<file path="src/rtl/msfc_pkg.sv">
`timescale 1ns / 1ps
// ----------------------------------------------------------------------------
// msfc_pkg
// Types, codes and constants of the motor state-feedback controller.
// ----------------------------------------------------------------------------
package msfc_pkg;

    localparam int PULSES_PER_REV = 360;

    // rpm = floor(x / PULSES_PER_REV), x = pulses * 60 < 2**22, by reciprocal
    localparam int RPM_X_W   = 22;
    localparam int RPM_M_W   = 24;
    localparam int RPM_P_W   = RPM_X_W + RPM_M_W;
    localparam int RPM_SHIFT = RPM_X_W + $clog2(PULSES_PER_REV);
    localparam logic [RPM_M_W-1:0] RPM_MULT = RPM_M_W'(
        ((64'd1 << RPM_SHIFT) + 64'(PULSES_PER_REV) - 64'd1) / 64'(PULSES_PER_REV));

    localparam int QUEUE_DEPTH = 2;
    localparam int MOD_STEPS   = 16;

    localparam int CFG_IDX_W  = 3;
    localparam int CFG_DATA_W = 16;

    localparam logic [CFG_IDX_W-1:0] REG_REF_GAIN       = 3'd0;
    localparam logic [CFG_IDX_W-1:0] REG_SPEED_GAIN     = 3'd1;
    localparam logic [CFG_IDX_W-1:0] REG_CURRENT_GAIN   = 3'd2;
    localparam logic [CFG_IDX_W-1:0] REG_CURRENT_OFFSET = 3'd3;
    localparam logic [CFG_IDX_W-1:0] REG_CONTROL_PERIOD = 3'd4;
    localparam logic [CFG_IDX_W-1:0] REG_SPEED_PERIOD   = 3'd5;
    localparam logic [CFG_IDX_W-1:0] REG_DUTY_LIMIT     = 3'd6;

    localparam logic [1:0] KIND_TICK  = 2'd0;
    localparam logic [1:0] KIND_PULSE = 2'd1;
    localparam logic [1:0] KIND_REF   = 2'd2;

    localparam logic EVENT_DUTY  = 1'b0;
    localparam logic EVENT_SPEED = 1'b1;

    localparam logic signed [15:0] RST_REF_GAIN       = 16'sd1376;
    localparam logic signed [15:0] RST_SPEED_GAIN     = 16'sd5428;
    localparam logic signed [15:0] RST_CURRENT_GAIN   = 16'sd57;
    localparam logic [11:0]        RST_CURRENT_OFFSET = 12'd2048;
    localparam logic [9:0]         RST_CONTROL_PERIOD = 10'd10;
    localparam logic [15:0]        RST_SPEED_PERIOD   = 16'd1000;
    localparam logic [15:0]        RST_DUTY_LIMIT     = 16'd4096;

    typedef struct packed {
        logic [1:0]  kind;
        logic [11:0] current_sample;
        logic [11:0] reference_sample;
    } in_t;

    typedef struct packed {
        logic        event_res;
        logic [15:0] duty;
        logic [15:0] speed_rpm;
    } out_t;

    typedef struct packed {
        logic signed [15:0] ref_gain;
        logic signed [15:0] speed_gain;
        logic signed [15:0] current_gain;
        logic [11:0]        current_offset;
        logic [9:0]         control_period;
        logic [15:0]        speed_period;
        logic [15:0]        duty_limit;
    } cfg_t;

    // one queued job for the back end
    typedef struct packed {
        logic        is_speed;
        logic [15:0] pulses;
        logic [11:0] ref_code;
        logic [11:0] mag;
    } entry_t;

endpackage

</file>
<file path="src/rtl/msfc_front.sv">
`timescale 1ns / 1ps
// ----------------------------------------------------------------------------
// msfc_front
// Accepts items, keeps counters and reference, queues speed and duty jobs.
// ----------------------------------------------------------------------------
module msfc_front (
    input  logic             clk,
    input  logic             rst_n,
    input  msfc_pkg::cfg_t   cfg,
    input  logic             cp_wr,
    input  logic             in_valid,
    output logic             in_ready,
    input  msfc_pkg::in_t    in_data,
    output logic             push,
    output msfc_pkg::entry_t push_data,
    input  logic             full
);
    import msfc_pkg::*;

    logic [15:0] tick_reg;
    logic [15:0] tick_next;
    logic [15:0] pulse_reg;
    logic [15:0] pulse_next;
    logic [11:0] ref_code_reg;
    logic [11:0] ref_code_next;
    logic [9:0]  residue_reg;
    logic [9:0]  residue_next;

    // residue = tick mod control_period, rebuilt after a period write
    logic        mod_busy_reg;
    logic        mod_busy_next;
    logic [3:0]  mod_step_reg;
    logic [3:0]  mod_step_next;
    logic [9:0]  mod_rem_reg;
    logic [9:0]  mod_rem_next;
    logic [15:0] mod_div_reg;
    logic [15:0] mod_div_next;

    logic        accept;
    logic [16:0] tick_inc;
    logic [16:0] sp_eff;
    logic [9:0]  cp_eff;
    logic        speed_due;
    logic [10:0] res_inc;
    logic        ctrl_due;
    logic [12:0] diff;
    logic [12:0] diff_neg;
    logic [10:0] rem_sh;
    logic [10:0] rem_sub;

    assign in_ready = !full && !mod_busy_reg;
    assign accept   = in_valid && in_ready;

    always_comb
    begin
        tick_inc  = {1'b0, tick_reg} + 17'd1;
        sp_eff    = (cfg.speed_period == '0) ? 17'h10000 : {1'b0, cfg.speed_period};
        cp_eff    = (cfg.control_period == '0) ? 10'd1 : cfg.control_period;
        speed_due = (tick_inc >= sp_eff);
        res_inc   = {1'b0, residue_reg} + 11'd1;
        ctrl_due  = (res_inc >= {1'b0, cp_eff});
        diff      = {1'b0, in_data.current_sample} - {1'b0, cfg.current_offset};
        diff_neg  = 13'd0 - diff;
        rem_sh    = {mod_rem_reg, mod_div_reg[15]};
        rem_sub   = rem_sh - {1'b0, cp_eff};

        push_data.is_speed = 1'b0;
        push_data.pulses   = pulse_reg;
        push_data.ref_code = ref_code_reg;
        push_data.mag      = diff[12] ? diff_neg[11:0] : diff[11:0];

        push          = 1'b0;
        tick_next     = tick_reg;
        pulse_next    = pulse_reg;
        ref_code_next = ref_code_reg;
        residue_next  = residue_reg;

        if (accept)
        begin
            case (in_data.kind)
                KIND_TICK:
                begin
                    if (speed_due)
                    begin
                        push_data.is_speed = 1'b1;
                        push               = 1'b1;
                        tick_next          = '0;
                        pulse_next         = '0;
                        residue_next       = '0;
                    end
                    else
                    begin
                        tick_next    = tick_inc[15:0];
                        residue_next = ctrl_due ? '0 : res_inc[9:0];
                        push         = ctrl_due;
                    end
                end
                KIND_PULSE:
                begin
                    if (pulse_reg != 16'hFFFF)
                    begin
                        pulse_next = pulse_reg + 16'd1;
                    end
                end
                KIND_REF:
                begin
                    ref_code_next = in_data.reference_sample;
                end
                default:
                begin
                end
            endcase
        end

        mod_busy_next = mod_busy_reg;
        mod_step_next = mod_step_reg;
        mod_rem_next  = mod_rem_reg;
        mod_div_next  = mod_div_reg;
        if (cp_wr)
        begin
            mod_busy_next = 1'b1;
            mod_step_next = '0;
            mod_rem_next  = '0;
            mod_div_next  = tick_reg;
        end
        else if (mod_busy_reg)
        begin
            mod_rem_next  = (rem_sh >= {1'b0, cp_eff}) ? rem_sub[9:0] : rem_sh[9:0];
            mod_div_next  = {mod_div_reg[14:0], 1'b0};
            mod_step_next = mod_step_reg + 4'd1;
            if (mod_step_reg == 4'(MOD_STEPS - 1))
            begin
                mod_busy_next = 1'b0;
                residue_next  = mod_rem_next;
            end
        end
    end

    always_ff @(posedge clk or negedge rst_n)
    begin
        if (!rst_n)
        begin
            tick_reg     <= '0;
            pulse_reg    <= '0;
            ref_code_reg <= '0;
            residue_reg  <= '0;
            mod_busy_reg <= 1'b0;
            mod_step_reg <= '0;
        end
        else
        begin
            tick_reg     <= tick_next;
            pulse_reg    <= pulse_next;
            ref_code_reg <= ref_code_next;
            residue_reg  <= residue_next;
            mod_busy_reg <= mod_busy_next;
            mod_step_reg <= mod_step_next;
        end
    end

    always_ff @(posedge clk)
    begin
        mod_rem_reg <= mod_rem_next;
        mod_div_reg <= mod_div_next;
    end

endmodule

</file>
<file path="config.mk">
export PLATFORM = sky130hd
export DESIGN_NAME = msfc_front
export DESIGN_NICKNAME = d
export VERILOG_FILES = /design/src/rtl/msfc_pkg.sv /design/src/rtl/msfc_front.sv
export SDC_FILE = /design/constraint.sdc
export NUM_CORES = 1
export LEC_CHECK = 0
export BUFFER_PORTS_ARGS = -buffer_cell sky130_fd_sc_hd__buf_2
export CORE_UTILIZATION = 40
export CTS_BUF_LIST = sky130_fd_sc_hd__clkbuf_4
export DETAILED_ROUTE_END_ITERATION = 12
export GPL_ROUTABILITY_DRIVEN = 0
export PLACE_DENSITY = 0.61
export SYNTH_ARGS = -nofsm -noshare
export SYNTH_HDL_FRONTEND = slang
export SYNTH_SLANG_ARGS = --single-unit
</file>
<file path="constraint.sdc">
create_clock -name clk -period 6.8 [get_ports clk]
set_input_delay 0.68 -clock clk [delete_from_list [all_inputs] [get_ports clk]]
set_output_delay 0.68 -clock clk [all_outputs]
set_load 0.02 [all_outputs]
</file>
Word-level counts from Yosys, hierarchy flattened. Cells that the tools add are included.

Add/sub/neg operators: 7. $lt $le $gt $ge: 3. Equal/unequal tests: 6. Multiplexer cells: 28. Reductions and logical operators: 12.

Operators with widths (count): two-way mux 10 bit (9); two-way mux 16 bit (5); one-hot mux 16 bit (2 select lines) (1); greater-or-equal comparator 11 x 10 -> 1 bit (2); adder 16 x 1 -> 17 bit, second input constant (1); greater-or-equal comparator 17 bit (1); two-way mux 17 bit (1); adder 16 x 1 -> 16 bit, second input constant (1); logical NOT 16 bit (1); != test 16 bit, second input constant (1); subtractor 12 x 12 -> 13 bit (1); two-way mux 12 bit (1); subtractor 1 x 12 -> 12 bit, first input constant (1); adder 10 x 1 -> 11 bit, second input constant (1); logical NOT 10 bit (1); subtractor 10 bit (1); two-way mux 1 bit (9); two-way mux 4 bit (2); adder 4 x 1 -> 4 bit, second input constant (1); equality test 4 bit, second input constant (1); != test 2 bit, second input constant (2); AND reduction 2 bit (2); AND reduction 4 bit (1); nonzero test 2 bit (2); 5 further kinds (7).

Register bits: 85. Input bits: 133. Output and inout bits: 43. Word-level logic and storage cells: 64.

Logic depth before layout (Yosys ltp).
Depth after elaboration: 10. Mapped depth: 17. Depth with buffers taken out: 16.

Worst setup path after synthesis. No wires, ideal clock.

Path type: reg-to-output. Start point: register tick_reg[2]. End point: output port push_data[40] (netlist bit). Data arrival time: 3.197 ns. Required time: 6.120 ns. Setup slack: 2.923 ns. Stages on the path, launching flop included: 17. Path buffers: 3. Cell sequence: dfrtp_1 -> clkbuf_1 -> and4_1 -> and4_1 -> and3_1 -> clkbuf_1 -> nand3_1 -> xnor2_1 -> ha_1 -> a21o_1 -> a21o_1 -> a21o_1 -> a21oi_1 -> o21ai_1 -> nand2_1 -> inv_2 -> clkbuf_1.

RTL lines: start, declared (RTL line msfc_front.sv:20) `logic [15:0] tick_reg;`; start signal, assigned (RTL line msfc_front.sv:152) `tick_reg <= tick_next;`; end, declared (RTL line msfc_front.sv:15) `output msfc_pkg::entry_t push_data,`.

Final worst setup path.
Start point: register tick_reg[0]. End point: output port push.

Word-level cells in the longest chain between the ends: 5.

RTL lines: adder 16 x 1 -> 17 bit (RTL line msfc_front.sv:56) `tick_inc = {1'b0, tick_reg} + 17'd1;`; greater-or-equal comparator 17 bit (RTL line msfc_front.sv:59) `speed_due = (tick_inc >= sp_eff);`; two-way mux 1 bit (RTL line msfc_front.sv:83) `if (speed_due)`; two-way mux 1 bit (RTL line msfc_front.sv:80) `case (in_data.kind)`; two-way mux 1 bit (RTL line msfc_front.sv:78) `if (accept)`; end, declared (RTL line msfc_front.sv:14) `output logic push,`.

Every way passes these cells.

==> results.toml <==
[timing]
min_period_ns = 4.65
clock_skew_ns = 0.0168
final-hold-violation-count = 0
worstMarginPinSlew_ns = 0.787
fin_worst_hold_slack_ns = 0.345
final_cycle_utilization_of_the_critical_path_pct = 68.4
grt_setup_unrepaired = "no"
setup_viol = 0
timing.max_slew.rel_slack_pct = 47.6
maxClockFrequency_ghz = 0.215
timing_max_transition_violations_final = 0
worst_setup_slack_after_layout_ns = 2.15
setup_tns_ns = 0

[floorplanning]
ioPinCount = 176
dieWidth_um = 127
dieHeight_um = 127
initial_core_utilization_pct = 40.9
design.core.area_um2 = 15200
die_area_um2 = 16100
core.rowCount = 45

[clock_tree]
cts_setup_buffers = 0
ctsLongestPathBuffers = 2
post_cts_resize_count = 0
cts-htree-levels = 3
numCtsBuffers = 9
clock_latency_on_the_worst_skew_pair_ns = 0.46
count_of_hold_fix_buffers_inserted_at_cts = 0
number_of_clock_sinks_seen_by_cts = 85
clockRootBuffer = "sky130_fd_sc_hd__clkbuf_4"
tritoncts = "done"
clkTransAtPathRegs_ns = 0.13

[worst_setup_path]
worstPathRequired_ns = 6.12
crit_type = "flop to output port"
cp-start-kind = "flop"
cp_data_arrival_time_ns = 3.97
worst-path-max-fanout = 10
end_kind = "output port"

[placement]
pre_cts_ws_ns = 2.63
hpwlAfterDp_um = 11000
port-buffer-count = 111

[route]
number_of_remaining_drc_errors = 0
final_antenna_net_count = 0
dr_total_vias = 5276
routedWlPerCell_um = 14.7
routed_wl_um = 14300
drt_pass1_iterations = 4
drt_iter0_markers = 197
vias_per_cell = 5.42

[synth]
synth-edff-count = 16
ys_top_cells_by_area = "sky130_fd_sc_hd__dfrtp_1 (24%), sky130_fd_sc_hd__ha_1 (11%), sky130_fd_sc_hd__edfxtp_1 (7.7%), sky130_fd_sc_hd__mux2_2 (5.1%), sky130_fd_sc_hd__xnor2_1 (4.9%)"
synth_cell_types = 63
cell_with_the_most_instances_after_synthesis = "sky130_fd_sc_hd__dfrtp_1"
postSynthNetCount = 865
mappedNetlistArea_um2 = 6220
seq_area_frac_synth_pct = 34.7
post_synth_most_frequent_cells = "sky130_fd_sc_hd__dfrtp_1 (59), sky130_fd_sc_hd__inv_1 (56), sky130_fd_sc_hd__ha_1 (54), sky130_fd_sc_hd__nand2_1 (43), sky130_fd_sc_hd__o21ai_0 (42)"
ys_ff_latch = 85
postSynth.asyncResetShare_pct = 69.4
synth-warning-count = 0
syn_inst = 676
post-synth-top-area-cell = "sky130_fd_sc_hd__dfrtp_1"
synth_area_per_cell_um2 = 9.20
yosysTopAreaCellShare_pct = 23.7
postSynth.topFlopCell = "sky130_fd_sc_hd__dfrtp_1"

[final_layout]
drive_gt1_share_pct = 22.2
syn2layout_area_growth_pct = 14.3
finish.net_count = 968

[global_routing]
pin_count_of_the_biggest_net_entering_global_routing = 60
grt_pass1_vias = 5175
initial_antenna_violation_count = 1
grt.overflow.total = 0
global_route_wire_length_before_repair_um = 24000
grt_usage_pct = 18.4

[pwr]
vdd_ir_drop_max_mv = 0.0968
pwrdens_nw_per_um2 = 164
static-leakage-power_nw = 3.62

[run_status]
result_of_the_run = "completed"

[min_path]
hold_path_class = "input port to asynchronous set/reset pin"

[job]
maxCapViolations = 0
## metal layers
metal / routed length [µm] / GRT usage (%) / share of wire (%)
met4: 163 / 4.34 / 1.1
met1: 6880 / 23.5 / 48
met2: 6560 / 31.5 / 46
met3: 652 / 4.09 / 4.6
met5: 0 / 0 / 0
## power breakdown
group          internal, mW  switching (mW)  total [mW]  leakage, nW
combinational         0.123           0.172       0.295         2.46
sequential            0.531          0.0141       0.545         1.07
clock                 0.150           0.175       0.325       0.0852
## per-stage QoR
stage / total power [mW] / cell area (µm²) / util (%) / cells
after detailed placement: 0.851 / 6960 / 45.8 / 956
final: 1.17 / 7110 / 46.8 / 973
after floorplan: 0.758 / 6220 / - / 676
after CTS: 1.18 / 7110 / 46.8 / 972
after global routing: 1.23 / 7110 / 46.8 / 973
after global placement: 0.844 / 6960 / 45.8 / 956
## layout make-up
cell class | instances | area [µm²]
diodes | 1 | 2.50
clock buffers | 10 | 75.1
clock inverters | 6 | 77.6
fillers | 1454 | 8090
inverters | 57 | 214
multi-input cells | 510 | 3760
flip-flops and latches | 85 | 2160
well taps | 188 | 235
repair buffers | 116 | 593
## placed cells by master (no fill, tap or decap), types with 9 or more instances in the layout
| master | count |
|---|---|
| sky130_fd_sc_hd__buf_2 | 111 |
| sky130_fd_sc_hd__dfrtp_1 | 59 |
| sky130_fd_sc_hd__inv_1 | 56 |
| sky130_fd_sc_hd__ha_1 | 54 |
| sky130_fd_sc_hd__nand2_1 | 43 |
| sky130_fd_sc_hd__o21ai_0 | 42 |
| sky130_fd_sc_hd__nor2_1 | 38 |
| sky130_fd_sc_hd__xnor2_1 | 35 |
| sky130_fd_sc_hd__a21oi_1 | 35 |
| sky130_fd_sc_hd__mux2_2 | 28 |
| sky130_fd_sc_hd__xor2_1 | 22 |
| sky130_fd_sc_hd__nand3_1 | 20 |
| sky130_fd_sc_hd__and3_1 | 19 |
| sky130_fd_sc_hd__a21o_1 | 17 |
| sky130_fd_sc_hd__edfxtp_1 | 16 |
| sky130_fd_sc_hd__nand4_1 | 14 |
| sky130_fd_sc_hd__nor3_1 | 11 |
| sky130_fd_sc_hd__nand2b_1 | 11 |
| sky130_fd_sc_hd__mux2i_1 | 10 |
| sky130_fd_sc_hd__clkbuf_4 | 10 |
| sky130_fd_sc_hd__dfxtp_1 | 10 |
| sky130_fd_sc_hd__a211oi_1 | 9 |
| sky130_fd_sc_hd__nor2b_1 | 9 |
| sky130_fd_sc_hd__a22oi_1 | 9 |
## kinds of logic after synthesis
group / after synthesis / synth area share, %
compound gates: 153 / 15.8
xor+xnor: 58 / 8.47
fa+ha+maj: 56 / 11.5
buf+inv: 81 / 4.91
flops: 85 / 34.7
mux: 39 / 6.86
simple gates: 204 / 17.8
## critical path, stage by stage (launching register included)
cell and delay (ns):
sky130_fd_sc_hd__dfrtp_1 0.48, sky130_fd_sc_hd__ha_1 0.33, sky130_fd_sc_hd__and4_1 0.30, sky130_fd_sc_hd__and3_1 0.28, sky130_fd_sc_hd__nand3_1 0.15, sky130_fd_sc_hd__xnor2_1 0.16
sky130_fd_sc_hd__ha_1 0.31, sky130_fd_sc_hd__a21o_1 0.18, sky130_fd_sc_hd__a21o_1 0.17, sky130_fd_sc_hd__a21o_1 0.19, sky130_fd_sc_hd__a211oi_1 0.25, sky130_fd_sc_hd__o21ai_2 0.21
sky130_fd_sc_hd__nor2_4 0.27, sky130_fd_sc_hd__nor2_1 0.06, sky130_fd_sc_hd__buf_2 0.16
## path summary, 6_finish.rpt
| kind | from | endpoint | slack [ns] | cells after the start |
|---|---|---|---|---|
| max | tick_reg[0]$_DFFE_PN0P_ | push | 2.15 | 14 |
| min in group clk | in_data[8] | ref_code_reg[8]$_DFFE_PN0P_ | 0.45 | 2 |
| min | rst_n | ref_code_reg[11]$_DFFE_PN0P_ | 0.34 | 2 |
| min reg2reg | mod_rem_reg[9]$_SDFFE_PP0P_ | mod_rem_reg[9]$_SDFFE_PP0P_ | 0.50 | 2 |
| max reg2reg | tick_reg[0]$_DFFE_PN0P_ | pulse_reg[4]$_DFFE_PN0P_ | 2.83 | 16 |
| max in group asynchronous | rst_n | pulse_reg[12]$_DFFE_PN0P_ | 5.93 | 2 |
(Power assumes the default switching activity.)
