### src/rtl/msfc_pkg.sv
`timescale 1ns / 1ps
// ----------------------------------------------------------------------------
// msfc_pkg
// Types, codes and constants of the motor state-feedback controller.
// ----------------------------------------------------------------------------
package msfc_pkg;

    localparam int PULSES_PER_REV = 360;

    // rpm = floor(x / PULSES_PER_REV), x = pulses * 60 < 2**22, by reciprocal
    localparam int RPM_X_W   = 22;
    localparam int RPM_M_W   = 24;
    localparam int RPM_P_W   = RPM_X_W + RPM_M_W;
    localparam int RPM_SHIFT = RPM_X_W + $clog2(PULSES_PER_REV);
    localparam logic [RPM_M_W-1:0] RPM_MULT = RPM_M_W'(
        ((64'd1 << RPM_SHIFT) + 64'(PULSES_PER_REV) - 64'd1) / 64'(PULSES_PER_REV));

    localparam int QUEUE_DEPTH = 2;
    localparam int MOD_STEPS   = 16;

    localparam int CFG_IDX_W  = 3;
    localparam int CFG_DATA_W = 16;

    localparam logic [CFG_IDX_W-1:0] REG_REF_GAIN       = 3'd0;
    localparam logic [CFG_IDX_W-1:0] REG_SPEED_GAIN     = 3'd1;
    localparam logic [CFG_IDX_W-1:0] REG_CURRENT_GAIN   = 3'd2;
    localparam logic [CFG_IDX_W-1:0] REG_CURRENT_OFFSET = 3'd3;
    localparam logic [CFG_IDX_W-1:0] REG_CONTROL_PERIOD = 3'd4;
    localparam logic [CFG_IDX_W-1:0] REG_SPEED_PERIOD   = 3'd5;
    localparam logic [CFG_IDX_W-1:0] REG_DUTY_LIMIT     = 3'd6;

    localparam logic [1:0] KIND_TICK  = 2'd0;
    localparam logic [1:0] KIND_PULSE = 2'd1;
    localparam logic [1:0] KIND_REF   = 2'd2;

    localparam logic EVENT_DUTY  = 1'b0;
    localparam logic EVENT_SPEED = 1'b1;

    localparam logic signed [15:0] RST_REF_GAIN       = 16'sd1376;
    localparam logic signed [15:0] RST_SPEED_GAIN     = 16'sd5428;
    localparam logic signed [15:0] RST_CURRENT_GAIN   = 16'sd57;
    localparam logic [11:0]        RST_CURRENT_OFFSET = 12'd2048;
    localparam logic [9:0]         RST_CONTROL_PERIOD = 10'd10;
    localparam logic [15:0]        RST_SPEED_PERIOD   = 16'd1000;
    localparam logic [15:0]        RST_DUTY_LIMIT     = 16'd4096;

    typedef struct packed {
        logic [1:0]  kind;
        logic [11:0] current_sample;
        logic [11:0] reference_sample;
    } in_t;

    typedef struct packed {
        logic        event_res;
        logic [15:0] duty;
        logic [15:0] speed_rpm;
    } out_t;

    typedef struct packed {
        logic signed [15:0] ref_gain;
        logic signed [15:0] speed_gain;
        logic signed [15:0] current_gain;
        logic [11:0]        current_offset;
        logic [9:0]         control_period;
        logic [15:0]        speed_period;
        logic [15:0]        duty_limit;
    } cfg_t;

    // one queued job for the back end
    typedef struct packed {
        logic        is_speed;
        logic [15:0] pulses;
        logic [11:0] ref_code;
        logic [11:0] mag;
    } entry_t;

endpackage

### src/rtl/msfc_fifo.sv
`timescale 1ns / 1ps
// ----------------------------------------------------------------------------
// msfc_fifo
// Short job queue between the front and the back end.
// ----------------------------------------------------------------------------
module msfc_fifo #(
    parameter int DEPTH = msfc_pkg::QUEUE_DEPTH
) (
    input  logic             clk,
    input  logic             rst_n,
    input  logic             push,
    input  msfc_pkg::entry_t push_data,
    output logic             full,
    input  logic             pop,
    output msfc_pkg::entry_t pop_data,
    output logic             empty
);
    import msfc_pkg::*;

    localparam int AW = (DEPTH > 1) ? $clog2(DEPTH) : 1;

    entry_t          mem_reg [DEPTH];
    logic [AW-1:0]   wr_ptr_reg;
    logic [AW-1:0]   wr_ptr_next;
    logic [AW-1:0]   rd_ptr_reg;
    logic [AW-1:0]   rd_ptr_next;
    logic [AW:0]     count_reg;
    logic [AW:0]     count_next;

    assign full     = (count_reg == (AW + 1)'(DEPTH));
    assign empty    = (count_reg == '0);
    assign pop_data = mem_reg[rd_ptr_reg];

    always_comb
    begin
        wr_ptr_next = wr_ptr_reg;
        rd_ptr_next = rd_ptr_reg;
        count_next  = count_reg;
        if (push)
        begin
            wr_ptr_next = (wr_ptr_reg == AW'(DEPTH - 1)) ? '0 : wr_ptr_reg + 1'b1;
        end
        if (pop)
        begin
            rd_ptr_next = (rd_ptr_reg == AW'(DEPTH - 1)) ? '0 : rd_ptr_reg + 1'b1;
        end
        if (push && !pop)
        begin
            count_next = count_reg + 1'b1;
        end
        else if (pop && !push)
        begin
            count_next = count_reg - 1'b1;
        end
    end

    always_ff @(posedge clk or negedge rst_n)
    begin
        if (!rst_n)
        begin
            wr_ptr_reg <= '0;
            rd_ptr_reg <= '0;
            count_reg  <= '0;
        end
        else
        begin
            wr_ptr_reg <= wr_ptr_next;
            rd_ptr_reg <= rd_ptr_next;
            count_reg  <= count_next;
        end
    end

    always_ff @(posedge clk)
    begin
        if (push)
        begin
            mem_reg[wr_ptr_reg] <= push_data;
        end
    end

endmodule

### config.mk
export PLATFORM = sky130hd
export DESIGN_NAME = msfc_fifo
export DESIGN_NICKNAME = d
export VERILOG_FILES = /design/src/rtl/msfc_pkg.sv /design/src/rtl/msfc_fifo.sv
export SDC_FILE = /design/constraint.sdc
export NUM_CORES = 1
export LEC_CHECK = 0
export ABC_AREA = 1
export BUFFER_PORTS_ARGS = -buffer_cell sky130_fd_sc_hd__buf_2
export CAP_MARGIN = 0
export CORE_MARGIN = 8
export CORE_UTILIZATION = 52
export CTS_CLUSTER_DIAMETER = 60
export DETAILED_ROUTE_END_ITERATION = 16
export HOLD_SLACK_MARGIN = 0.02
export PLACE_DENSITY = 0.85
export SYNTH_ARGS = -nofsm -noshare
export SYNTH_HDL_FRONTEND = slang
export SYNTH_SLANG_ARGS = --single-unit
### constraint.sdc
create_clock -name clk -period 3.4 [get_ports clk]
set_clock_uncertainty 0.1 [all_clocks]
set_input_delay 0.17 -clock clk [delete_from_list [all_inputs] [get_ports clk]]
set_output_delay 0.17 -clock clk [all_outputs]
set_load 0.005 [all_outputs]
### Word-level counts from Yosys, hierarchy flattened

Memory sizes are Yosys's and may differ from the RTL's.
Cells that the tools add are included.

| storage, ports and cells | value |
|---|---|
| RAM bits | 82 |
| word-level logic and storage cells | 21 |
| register bits after elaboration | 4 |
| memories kept | 1 |
| output and inout port bits | 43 |
| input port bits | 45 |

Memories:

| memory | depth | bits a word | read ports | clocked after memory_dff | write ports | line | RTL |
|---|---|---|---|---|---|---|---|
| mem_reg | 2 | 41 | 1 | 0 | 1 | msfc_fifo.sv:22 | `entry_t mem_reg [DEPTH];` |

| operators by class | value |
|---|---|
| reductions and logical operators | 6 |
| $add $sub $neg | 4 |
| eq/ne operators | 1 |
| muxes and demuxes | 6 |

Operator list:

| operator | number |
|---|---|
| 2-to-1 mux 1 bit | 4 |
| 2-to-1 mux 2 bit | 2 |
| adder 1 bit, second input constant | 2 |
| adder 2 x 1 -> 2 bit, second input constant | 1 |
| == test 2 bit, second input constant | 1 |
| logical AND 1 bit | 2 |
| logical NOT 1 bit | 2 |
| logical NOT 2 bit | 1 |
| nonzero test 2 bit | 1 |
| subtractor 2 x 1 -> 2 bit, second input constant | 1 |

### Depth between registers and ports, before layout

Gate-level depths: netlist of run 1.

| logic depth | value |
|---|---|
| depth after elaboration | 4 |
| mapped depth | 7 |
| mapped depth without buffers | 7 |

### Worst setup path after synthesis of run 1

OpenSTA, ideal clock, no wires.

| timing | value |
|---|---|
| kind | reg-to-reg |
| from | register wr_ptr_reg |
| to | memory mem_reg[0][0] (netlist bit) (enable) |
| required time | 2.860 ns |
| cell stages (with the launch flop) | 2 |
| path slack | 0.723 ns |
| arrival time | 2.137 ns |
| path buffers | 0 |
| library setup time | 0.440 ns |
| path through | dfrtp_1 nor2_1 |

RTL lines:

| element | line | RTL |
|---|---|---|
| from (decl) | msfc_fifo.sv:23 | `logic [AW-1:0] wr_ptr_reg;` |
| from (signal assigned) | msfc_fifo.sv:67 | `wr_ptr_reg <= wr_ptr_next;` |
| to (decl) | msfc_fifo.sv:22 |  |

No word-level cell before the write port.

==> metrics.log, run 1 <==
INFO  metric postSynthCellCount = 153
INFO  metric post-cts-setup-buffers = 0
INFO  metric switching_share = a little over a quarter
INFO  metric report.final.hold_viol_count = 0
INFO  metric required_time_reported_for_the_critical_path_endpoint = 3130 ps
INFO  metric grt_pass1_vias = approximately 2.0k
INFO  metric synth_area = 3370 um2
INFO  metric worstSkewPairLatency = 340 ps
INFO  metric run_status = finished, final reports clean
INFO  metric mostFrequentLayoutCell = buf_2
INFO  metric comb_power_share = between 20 and 30%
INFO  metric power_switching = about 900 uW
INFO  metric power_density = about 730 nW/um2
INFO  metric num-fill-cells = between 400 and 500
INFO  metric worst_setup_hold_path_clk_slew = 90 ps
INFO  metric num_io_pins = slightly below 90
INFO  metric clock_tree.buffer_depth = 2
INFO  metric finalSetupViolCount = 0
INFO  metric die_area = 9310 um2
INFO  metric synth_seq_cells = 86
INFO  metric finalCoreUtilization = 71.4%
INFO  metric wire_length_of_the_first_global_routing_pass = 10100 um
INFO  metric fmax = approximately 430 MHz
INFO  metric finalMaxSlewViolations = 0
INFO  metric worst-setup-path-type = flip-flop to output port
INFO  metric routed_via_density = between 4 and 5
INFO  metric clkPwrFrac = 23.6%
INFO  metric finalWirelength = 6710 um
INFO  metric maxCapViolations = 0
INFO  metric crit_fanout = 21
INFO  metric worstSetupStartpointType = flip-flop
INFO  metric synth.avg_cell_area = 22.0 um2
INFO  metric p_seq_share = 46.7%
INFO  metric largest_reg_flops = 82
INFO  metric htree_num_levels = 3
INFO  metric cts_tree = built
INFO  metric worstSetupEndpointType = output port
INFO  metric port_buffers = 87
INFO  metric initial_core_util = 53.3%
INFO  metric minimum_clock_period = 2330 ps
INFO  metric rows = 29
INFO  metric design.core.area = approximately 6300 um2
INFO  metric vdd.ir_drop.worst = about 0.00052 V
INFO  metric wl_per_cell = approximately 18 um
INFO  metric cts_num_sinks = 86
INFO  metric die_x = 96.5 um
INFO  metric drive_gt1_share = 49.8%
INFO  metric cts_made_buffers = 9
INFO  metric total_leakage_power = 0.00187 uW
INFO  metric worst_pin_slew = 621 ps
INFO  metric layout_common_cells = 87 x buf_2, 82 x edfxtp_1, 44 x dlygate4sd3_1, 39 x mux2_4, 9 x clkbuf_8
INFO  metric yosysSeqAreaShare = 76.1%
INFO  metric pin_count_of_the_biggest_net_entering_global_routing = 31
INFO  metric post_synth_num_cell_types = 14
INFO  metric cts-resized-gates = 0
INFO  metric synth_warnings = 0
INFO  metric grt_use_total = 14.8%
INFO  metric grt_overflow = 0
INFO  metric finalNetCount = 340
INFO  metric dr.first_iter.drc_count = 60
INFO  metric setup_total_negative_slack = 0 ps
INFO  metric dp_wirelength = 4270 um
INFO  metric gp_congestion = roughly 0.65
INFO  metric grt_setup_unrepaired = false
INFO  metric drt_first_pass_iters = 4
INFO  metric p_int = approximately 2400 uW
INFO  metric number_of_antenna_diodes = 0
INFO  metric final.period_utilization = 68.4%
INFO  metric vias = 1803
INFO  metric number_of_antenna_violations_at_the_first_check_in_global_routing = 0
INFO  metric hp-class = input port to async pin
INFO  metric crit_arrival = approximately 2000 ps
INFO  metric cts-root-buf = clkbuf_8
INFO  metric drt_drc_violations_left = 0
INFO  metric timing.max_slew.rel_slack = 58.6%
INFO  metric syn_to_final_growth = 33.8%
INFO  metric synth.net_count = about 200
INFO  metric final_antenna_net_count = 0
INFO  metric die_height = ~96 um
INFO  metric report.power.total = 3300 uW
[worst paths after layout]
path / start / endpoint / slack (ps) / depth (start not counted)
worst min-delay path: rst_n / rd_ptr_reg$_DFFE_PN0P_ / 90 / 2
min in group clk: count_reg[1]$_DFFE_PN0P_ / count_reg[1]$_DFFE_PN0P_ / 420 / 2
max in group asynchronous: rst_n / count_reg[1]$_DFFE_PN0P_ / 2970 / 2
worst max register to register: wr_ptr_reg$_DFFE_PN0P_ / mem_reg[1][34]$_DFFE_PP_ / 1540 / 3
worst min register to register: count_reg[1]$_DFFE_PN0P_ / count_reg[1]$_DFFE_PN0P_ / 420 / 2
worst max-delay path: rd_ptr_reg$_DFFE_PN0P_ / pop_data[20] / 1070 / 3
[kinds of logic after synthesis]
family / share of synthesized area, %
XOR/XNOR: 0.780
adder cells (fa/ha/maj): 0.371
buffers and inverters: 3.49
flip-flops: 76.1
multiplexers: 18.1
AND/OR/NAND/NOR: 1.23
[cell usage after synthesis]
cell type / count / area [um2]
buf_12: 4 / 80.1
buf_6: 1 / 11.3
dfrtp_1: 4 / 100
edfxtp_1: 82 / 2460
ha_1: 1 / 12.5
inv_1: 7 / 26.3
mux2_2: 2 / 22.5
mux2_4: 39 / 586
nand2_1: 5 / 18.8
nand3_1: 1 / 5.00
nand4_1: 1 / 6.26
nor2_1: 3 / 11.3
xnor2_1: 1 / 8.76
xor2_1: 2 / 17.5
[what timing repair did]
action / in CTS / in global routing
endpoints found under the hold margin: 88 / 0
endpoints found under the setup margin: 0 / 0
hold buffers: 44 / 0
[layout make-up]
cell class | count | area, um2 | share of cell area [%]
sequential | 86 | 2560 | 56.9
tap | 77 | 96.3 | 2.14
timing repair buffer | 135 | 906 | 20.1
clock buffer | 9 | 124 | 2.75
multi-input combinational | 55 | 696 | 15.4
inverter | 7 | 26.3 | 0.583
clock inverter | 7 | 96.3 | 2.14
[power by group through the flow]
stage          Sequential (uW)  Clock, uW  Combinational [uW]
6_report                  1540        777                 982
5_1_grt                   1560        842                1060
4_1_cts                   1540        791                 997
3_5_place_dp              1570          0                 955
3_3_place_gp              1550          0                 937
2_1_floorplan             1490          0                 758
[critical path, cell delays in order, from the launching register on]
cell     delay [ps]
dfrtp_2         770
buf_4           420
mux2_2          380
buf_2           130
[layer usage]
metal | share of wire [%] | GRT usage [%]
met2 | 53 | 26.4
met5 | 0 | 0
met4 | 1.3 | 5.30
met3 | 7.6 | 5.10
met1 | 38 | 16.0
[stage by stage]
step	setup slack (ps)	hold slack [ps]	instances	cell area (um2)
floorplan	723	-226	153	3370
global placement	1440	-113	316	3850
detailed placement	1410	-105	316	3850
CTS	1020	46.3	376	4510
global route	951	73.1	376	4510
finish	1070	87.9	376	4510
Note: power is estimated with default switching activity, not from simulation.
==> run 2, diff against run 1 <==
--- a/config.mk
+++ b/config.mk
@@ -5,15 +5,15 @@
 export SDC_FILE = /design/constraint.sdc
 export NUM_CORES = 1
 export LEC_CHECK = 0
-export ABC_AREA = 1
+export ABC_AREA = 0
 export BUFFER_PORTS_ARGS = -buffer_cell sky130_fd_sc_hd__buf_2
 export CAP_MARGIN = 0
 export CORE_MARGIN = 8
-export CORE_UTILIZATION = 52
+export CORE_UTILIZATION = 47
 export CTS_CLUSTER_DIAMETER = 60
 export DETAILED_ROUTE_END_ITERATION = 16
 export HOLD_SLACK_MARGIN = 0.02
-export PLACE_DENSITY = 0.85
+export PLACE_DENSITY = 0.81
 export SYNTH_ARGS = -nofsm -noshare
 export SYNTH_HDL_FRONTEND = slang
 export SYNTH_SLANG_ARGS = --single-unit
==> constraint.sdc (replaced) <==
create_clock -name clk -period 2.1 [get_ports clk]
set_clock_uncertainty 0.1 [all_clocks]
set_input_delay 0.105 -clock clk [delete_from_list [all_inputs] [get_ports clk]]
set_output_delay 0.105 -clock clk [all_outputs]
set_load 0.005 [all_outputs]
==> run 2 against run 1 <==
Against the previous run:
- sequential share of layout area is 0.14 points lower
- non-clock buffer count is 1 higher
- critical path depth stayed put
- flip-flop and latch count stayed put
- setup slack worse by 700 ps
- cell area is 0.25% higher
- clock power is 42% higher
- global-route usage is 1.3 points lower
- final cell count is 2.9% higher
- first-iteration DRC count is 25% lower
- area after synthesis is 0.59% lower
- critical endpoint unchanged
- largest cell class unchanged
==> metrics.log, run 2 <==
INFO  metric vias = 1780
INFO  metric synth.avg_cell_area = 23.3 um2
INFO  metric fmax = 578 MHz
INFO  metric largest_reg_flops = 82
INFO  metric worst-setup-path-type = flip-flop to output port
INFO  metric vdd.ir_drop.worst = 0.000731 V
INFO  metric cts_tree = built
INFO  metric syn_to_final_growth = 35.0%
INFO  metric synth_enable_flop_cells = 82
INFO  metric gp_congestion = 0.685
INFO  metric cts-resized-gates = 0
INFO  metric synth.top_cells.by_count = 82 x edfxtp_1, 39 x mux2_4, 4 x buf_12, 4 x dfrtp_1, 4 x xor2_1
INFO  metric cts_num_sinks = 86
INFO  metric die_height = 100 um
INFO  metric netlist.top_cell.by_area = edfxtp_1
INFO  metric drt_first_pass_iters = 4
INFO  metric dp_wirelength = 4050 um
INFO  metric die_x = 100 um
INFO  metric synth_top_flop_cell = edfxtp_1
INFO  metric final.period_utilization = 82.4%
INFO  metric post_synth_num_cell_types = 13
INFO  metric maxCapViolations = 0
INFO  metric grt_setup_unrepaired = false
INFO  metric finalWirelength = 6510 um
INFO  metric worstSkewPairLatency = ~330 ps
INFO  metric hp-class = input port to flip-flop
INFO  metric grt_use_total = 13.6%
INFO  metric setup_ws_pre_cts = 690 ps
INFO  metric yosys.cell_count.top_type = edfxtp_1
INFO  metric layout_common_cells = 87 x buf_2, 82 x edfxtp_1, 45 x dlygate4sd3_1, 39 x mux2_4, 10 x clkbuf_8
INFO  metric crit_fanout = 42
INFO  metric worstSetupEndpointType = output port
INFO  metric worst_pin_slew = ~340 ps
INFO  metric detailed_place.area = 3880 um2
INFO  metric synth.net_count = 190
INFO  metric wire_length_of_the_first_global_routing_pass = just over 10000 um
INFO  metric design.core.area = 6830 um2
INFO  metric finalSetupViolCount = 0
INFO  metric post-cts-setup-buffers = 0
INFO  metric yosysSeqAreaShare = approximately three quarters
INFO  metric worst_setup_hold_path_clk_slew = 80 ps
INFO  metric port_buffers = 87
INFO  metric mostFrequentLayoutCell = buf_2
INFO  metric number_of_antenna_diodes = 0
INFO  metric finalMaxSlewViolations = 0
INFO  metric synth_seq_cells = 86
INFO  metric run_status = finished, final reports clean
INFO  metric final_antenna_net_count = 0
INFO  metric cts-root-buf = clkbuf_8
INFO  metric initial_core_util = 49.0%
INFO  metric timing.max_slew.rel_slack = 77.7%
INFO  metric clock_tree.buffer_depth = 2
INFO  metric layout.cells.non_filler = between 300 and 400
INFO  metric drt_drc_violations_left = 0
INFO  metric report.final.hold_viol_count = 0
INFO  metric top_area_cell_type_share_of_the_netlist_area = 73.5%
INFO  metric total_leakage_power = 0.00186 uW
INFO  metric num_io_pins = 88
INFO  metric routed_via_density = 4.60
INFO  metric pin_count_of_the_biggest_net_entering_global_routing = 43
INFO  metric finalNetCount = 332
INFO  metric numPlacedInstances = 326
INFO  metric share_of_async_settable_or_async_resettable_flops_after_synthesis = 4.65%
INFO  metric post_synth_main_area_contributors = edfxtp_1 74%, mux2_4 17%, dfrtp_1 3.0%, buf_12 2.4%, xor2_1 1.0%
INFO  metric synth_area = 3350 um2
INFO  metric number_of_antenna_violations_at_the_first_check_in_global_routing = 0
INFO  metric synth_warnings = 0
INFO  metric required_time_reported_for_the_critical_path_endpoint = 1890 ps
INFO  metric grt_overflow = 0
INFO  metric fin_area = 4520 um2
INFO  metric power_density = between 1000 and 1500 nW/um2
INFO  metric final_worst_path_setup_slack = 370 ps
INFO  metric minimum_clock_period = 1730 ps
INFO  metric drive_gt1_share = between 50% and 60%
INFO  metric setup_total_negative_slack = 0 ps
INFO  metric cts_made_buffers = 9
INFO  metric wl_per_cell = approximately 17 um
INFO  metric htree_num_levels = 3
INFO  metric worstSetupStartpointType = flip-flop
INFO  metric grt_pass1_vias = 2044
INFO  metric dr.first_iter.drc_count = 45
INFO  metric rows = 30
INFO  metric die_area = roughly 10000 um2
INFO  metric crit_arrival = between 1500 and 2000 ps
INFO  metric postSynthCellCount = 144
-- run 2: changes by cell type after synthesis --
cell     delta
and2_1      +1
inv_1       -6
nand2_1     -5
nand3_1     -1
nand4_1     -1
nor2_1      -1
nor2b_1     +2
xor2_1      +2
-- run 2: cell families (layout without fill, tap and decap cells) --
kind of cell,count (synthesis),count (layout),share of synthesized area (%)
flip-flops,86,86,76.5
multiplexers,41,41,18.2
buffers and inverters,6,153,2.84
XOR/XNOR,5,5,1.31
AND/OR/NAND/NOR,5,5,0.785
adder cells (fa/ha/maj),1,1,0.374
-- run 2: timing repair --
item,CTS,global route
endpoints found under the hold margin,88,0
hold buffers,45,0
setup endpoints to repair,0,0
-- run 2: final cells by class --
type                    instances  area, um2
flip-flops and latches         86       2560
fillers                       483       2310
repair buffers                136        941
multi-input cells              52        699
clock buffers                  11        141
well taps                      96        120
clock inverters                 5       50.0
inverters                       1       3.75
-- run 2: metal layers --
layer / vias up / global-route usage [%] / wire (um)
met5: - / 0 / 0
met4: 0 / 5.70 / 82
met3: 12 / 5.47 / 481
met2: 83 / 23.3 / 3380
met1: 839 / 14.4 / 2570
li1: 846 / - / -
-- run 2: power by group --
| group | leakage (uW) | switching (uW) | internal, uW |
|---|---|---|---|
| clock | 0.000103 | 521 | 575 |
| sequential | 0.000815 | 114 | 2280 |
| combinational | 0.000939 | 750 | 972 |
| total | 0.00186 | 1380 | 3830 |
-- run 2: path summary, 6_finish.rpt --
kind | slack (ps) | end | cells past startpoint | start
max | 370 | pop_data[20] | 3 | rd_ptr_reg$_DFFE_PN0P_
min | 390 | mem_reg[0][14]$_DFFE_PP_ | 2 | push_data[14]
max reg2reg | 690 | mem_reg[0][19]$_DFFE_PP_ | 2 | wr_ptr_reg$_DFFE_PN0P_
min reg2reg | 410 | count_reg[1]$_DFFE_PN0P_ | 1 | count_reg[1]$_DFFE_PN0P_
max in group asynchronous | 1090 | rd_ptr_reg$_DFFE_PN0P_ | 3 | rst_n
min in group asynchronous | 590 | count_reg[1]$_DFFE_PN0P_ | 3 | rst_n
-- run 2: stage by stage --
stage	total power [uW]	util [%]	hold slack (ps)
4_1_cts	5280	66.2	360
6_report	5210	66.2	394
5_1_grt	5480	66.2	373
2_1_floorplan	3630	-	-291
3_5_place_dp	4120	56.8	-174
3_3_place_gp	4070	56.8	-173
-- run 2: worst max-delay path, cell delays in order, from the launching register on --
cell,delay [ps]
dfrtp_2,380
buf_12,300
mux2_2,390
buf_2,130
==> run 3, diff against run 2 <==
--- a/config.mk
+++ b/config.mk
@@ -9,11 +9,11 @@
 export BUFFER_PORTS_ARGS = -buffer_cell sky130_fd_sc_hd__buf_2
 export CAP_MARGIN = 0
 export CORE_MARGIN = 8
-export CORE_UTILIZATION = 47
+export CORE_UTILIZATION = 52
 export CTS_CLUSTER_DIAMETER = 60
 export DETAILED_ROUTE_END_ITERATION = 16
 export HOLD_SLACK_MARGIN = 0.02
-export PLACE_DENSITY = 0.81
+export PLACE_DENSITY = 0.85
 export SYNTH_ARGS = -nofsm -noshare
 export SYNTH_HDL_FRONTEND = slang
 export SYNTH_SLANG_ARGS = --single-unit
==> constraint.sdc (replaced) <==
create_clock -name clk -period 1.7 [get_ports clk]
set_clock_uncertainty 0.1 [all_clocks]
set_input_delay 0.085 -clock clk [delete_from_list [all_inputs] [get_ports clk]]
set_output_delay 0.085 -clock clk [all_outputs]
set_load 0.005 [all_outputs]
==> run 3 against run 2 <==
Against the previous run:
- final cell count down 4.9%
- sequential power up 24%
- setup slack worse by 310 ps
- highest routed layer unchanged
- die area down 8.1%
- sequential share of layout area down 0.19 points
- hold slack worse by 23 ps
- critical path type unchanged
- clock-buffer cell count unchanged
- non-clock buffer count unchanged
- critical path depth unchanged
- cell area up 0.33%
- combinational power up 24%
- clock power up 32%
==> metrics.log, run 3 (synthesized netlist as in run 2, its figures left out) <==
INFO  metric grt_use_total = 13.5%
INFO  metric largest_reg_flops = approximately 80
INFO  metric total_leakage_power = 0.00187 uW
INFO  metric hp-class = input port to flip-flop
INFO  metric worstReg2RegEnd = mem_reg[1][29]$_DFFE_PP_
INFO  metric maxCapViolations = 0
INFO  metric pin_count_of_the_biggest_net_entering_global_routing = 42
INFO  metric dp_wirelength = a little under 4000 um
INFO  metric power_density = 1450 nW/um2
INFO  metric cts-root-buf = clkbuf_8
INFO  metric finalWirelength = ~6000 um
INFO  metric die_x = 96.2 um
INFO  metric final_antenna_net_count = 0
INFO  metric crit_arrival = 1460 ps
INFO  metric cts-resized-gates = 0
INFO  metric mostFrequentLayoutCell = buf_2
INFO  metric final.period_utilization = 96.7%
INFO  metric worst_pin_slew = ~240 ps
INFO  metric number_of_hold_buffers_added_after_cts = 45
INFO  metric detail_route.wirelength.met1 = roughly 2100 um
INFO  metric layout_common_cells = 87 x buf_2, 82 x edfxtp_1, 45 x dlygate4sd3_1, 39 x mux2_4, 9 x clkbuf_8
INFO  metric worstSetupStartpointType = flip-flop
INFO  metric setup.reg_to_reg.worst_slack = 400 ps
INFO  metric timing.max_slew.rel_slack = between 80% and 90%
INFO  metric cts_num_sinks = 86
INFO  metric holdCritStartpoint = pop
INFO  metric route.top_layer_used = met4
INFO  metric clock_tree.buffer_depth = 2
INFO  metric hold_path_depth = 3
INFO  metric number_of_antenna_violations_at_the_first_check_in_global_routing = 0
INFO  metric num-fill-cells = just over 400
INFO  metric htree_num_levels = 3
INFO  metric drt_drc_violations_left = 0
INFO  metric required_time_reported_for_the_critical_path_endpoint = between 1500 and 2000 ps
INFO  metric initial_core_util = 53.3%
INFO  metric worst_hold_path.endpoint = rd_ptr_reg$_DFFE_PN0P_
INFO  metric largest_stage_delay_on_the_critical_path = roughly 440 ps
INFO  metric crit-reg2reg-launch = wr_ptr_reg$_DFFE_PN0P_
INFO  metric hold_ws = 372 ps
INFO  metric crit_path_cell_trace = buf_12 > mux2_2 > buf_2
INFO  metric fmax = 609 MHz
INFO  metric dr.first_iter.drc_count = 72
INFO  metric design.core.area = between 6000 and 7000 um2
INFO  metric r2r_cells = 2
INFO  metric sum_of_buffers_and_inverters_on_the_critical_path = 2
INFO  metric vdd.ir_drop.worst = 0.00143 V
INFO  metric met3WireLength = approximately 350 um
INFO  metric vias = between 1.5k and 2k
INFO  metric worst-setup-path-type = flip-flop to output port
INFO  metric grt_pass1_vias = 1879
INFO  metric finalNetCount = 332
INFO  metric num_io_pins = 88
INFO  metric worstSkewPairLatency = 330 ps
INFO  metric report.final.hold_viol_count = 0
INFO  metric syn_to_final_growth = 35.4%
INFO  metric routed_via_density = 4.71
INFO  metric minimum_clock_period = approximately 1600 ps
INFO  metric wire_length_of_the_first_global_routing_pass = 9270 um
INFO  metric finalSetupViolCount = 0
INFO  metric slowest_stage = dfrtp_2
INFO  metric rows = 29
INFO  metric grt_overflow = 0
INFO  metric cts_made_buffers = 9
INFO  metric detailroute.wirelength.met2 = 3370 um
INFO  metric run_status = finished, final reports clean
INFO  metric grt_setup_unrepaired = false
INFO  metric report.power.total = 6560 uW
INFO  metric finalMaxSlewViolations = 0
INFO  metric gp_congestion = 0.698
INFO  metric number_of_antenna_diodes = 0
INFO  metric drive_gt1_share = between 50% and 60%
INFO  metric worst_setup_hold_path_clk_slew = around 80 ps
INFO  metric die_area = just over 9000 um2
INFO  metric die_height = 96.2 um
INFO  metric cts_tree = built
INFO  metric port_buffers = 87
INFO  metric drt_first_pass_iters = 4
INFO  metric wl_per_cell = 16.2 um
INFO  metric worstSetupEndpointType = output port
INFO  metric post-cts-setup-buffers = 0
INFO  metric cp_top_delay_family = flip-flops
INFO  metric setup_total_negative_slack = 0 ps
INFO  metric crit_fanout = 20
INFO  metric crit_start = rd_ptr_reg$_DFFE_PN0P_
run 3: power by group:
group / switching, uW / internal (uW)
clock network: 635 / 819
logic: 880 / 1250
registers: 159 / 2820
total: 1680 / 4890
run 3: through the flow:
stage,area [um2],instances,util [%],setup WS [ps]
3_3_place_gp,3880,307,61.8,428
3_5_place_dp,3880,307,61.8,407
6_report,4530,368,72.2,56.9
5_1_grt,4530,368,72.2,7.78
4_1_cts,4530,368,72.2,27.6
2_1_floorplan,3360,144,-,145
run 3: worst register-to-register path: stages, from the launching register on:
cell and delay (ps):
dfrtp_1 430, and2_2 200, buf_12 240
run 3: area by class of cell:
cell class / count / area, um2 / area share, %
tap: 77 / 96.3 / 2.12
clock buffer: 11 / 131 / 2.90
inverter: 1 / 3.75 / 0.0828
clock inverter: 5 / 73.8 / 1.63
multi-input combinational: 52 / 699 / 15.4
timing repair buffer: 136 / 966 / 21.3
sequential: 86 / 2560 / 56.5
run 3: how the worst max path moves through the flow:
stage	endpoint	cells past startpoint	slack, ps
6_report	pop_data[20]	3	60
4_1_cts	pop_data[20]	3	30
3_5_place_dp	pop_data[20]	3	410
3_3_place_gp	pop_data[21]	3	430
5_1_grt	pop_data[20]	3	8
2_1_floorplan	mem_reg[0][0]$_DFFE_PP_	1	140
run 3: routing by layer:
metal	vias to the layer above	GRT usage [%]
met2	51	25.4
met4	0	6.66
li1	838	-
met1	833	13.6
met3	10	2.81
met5	-	0
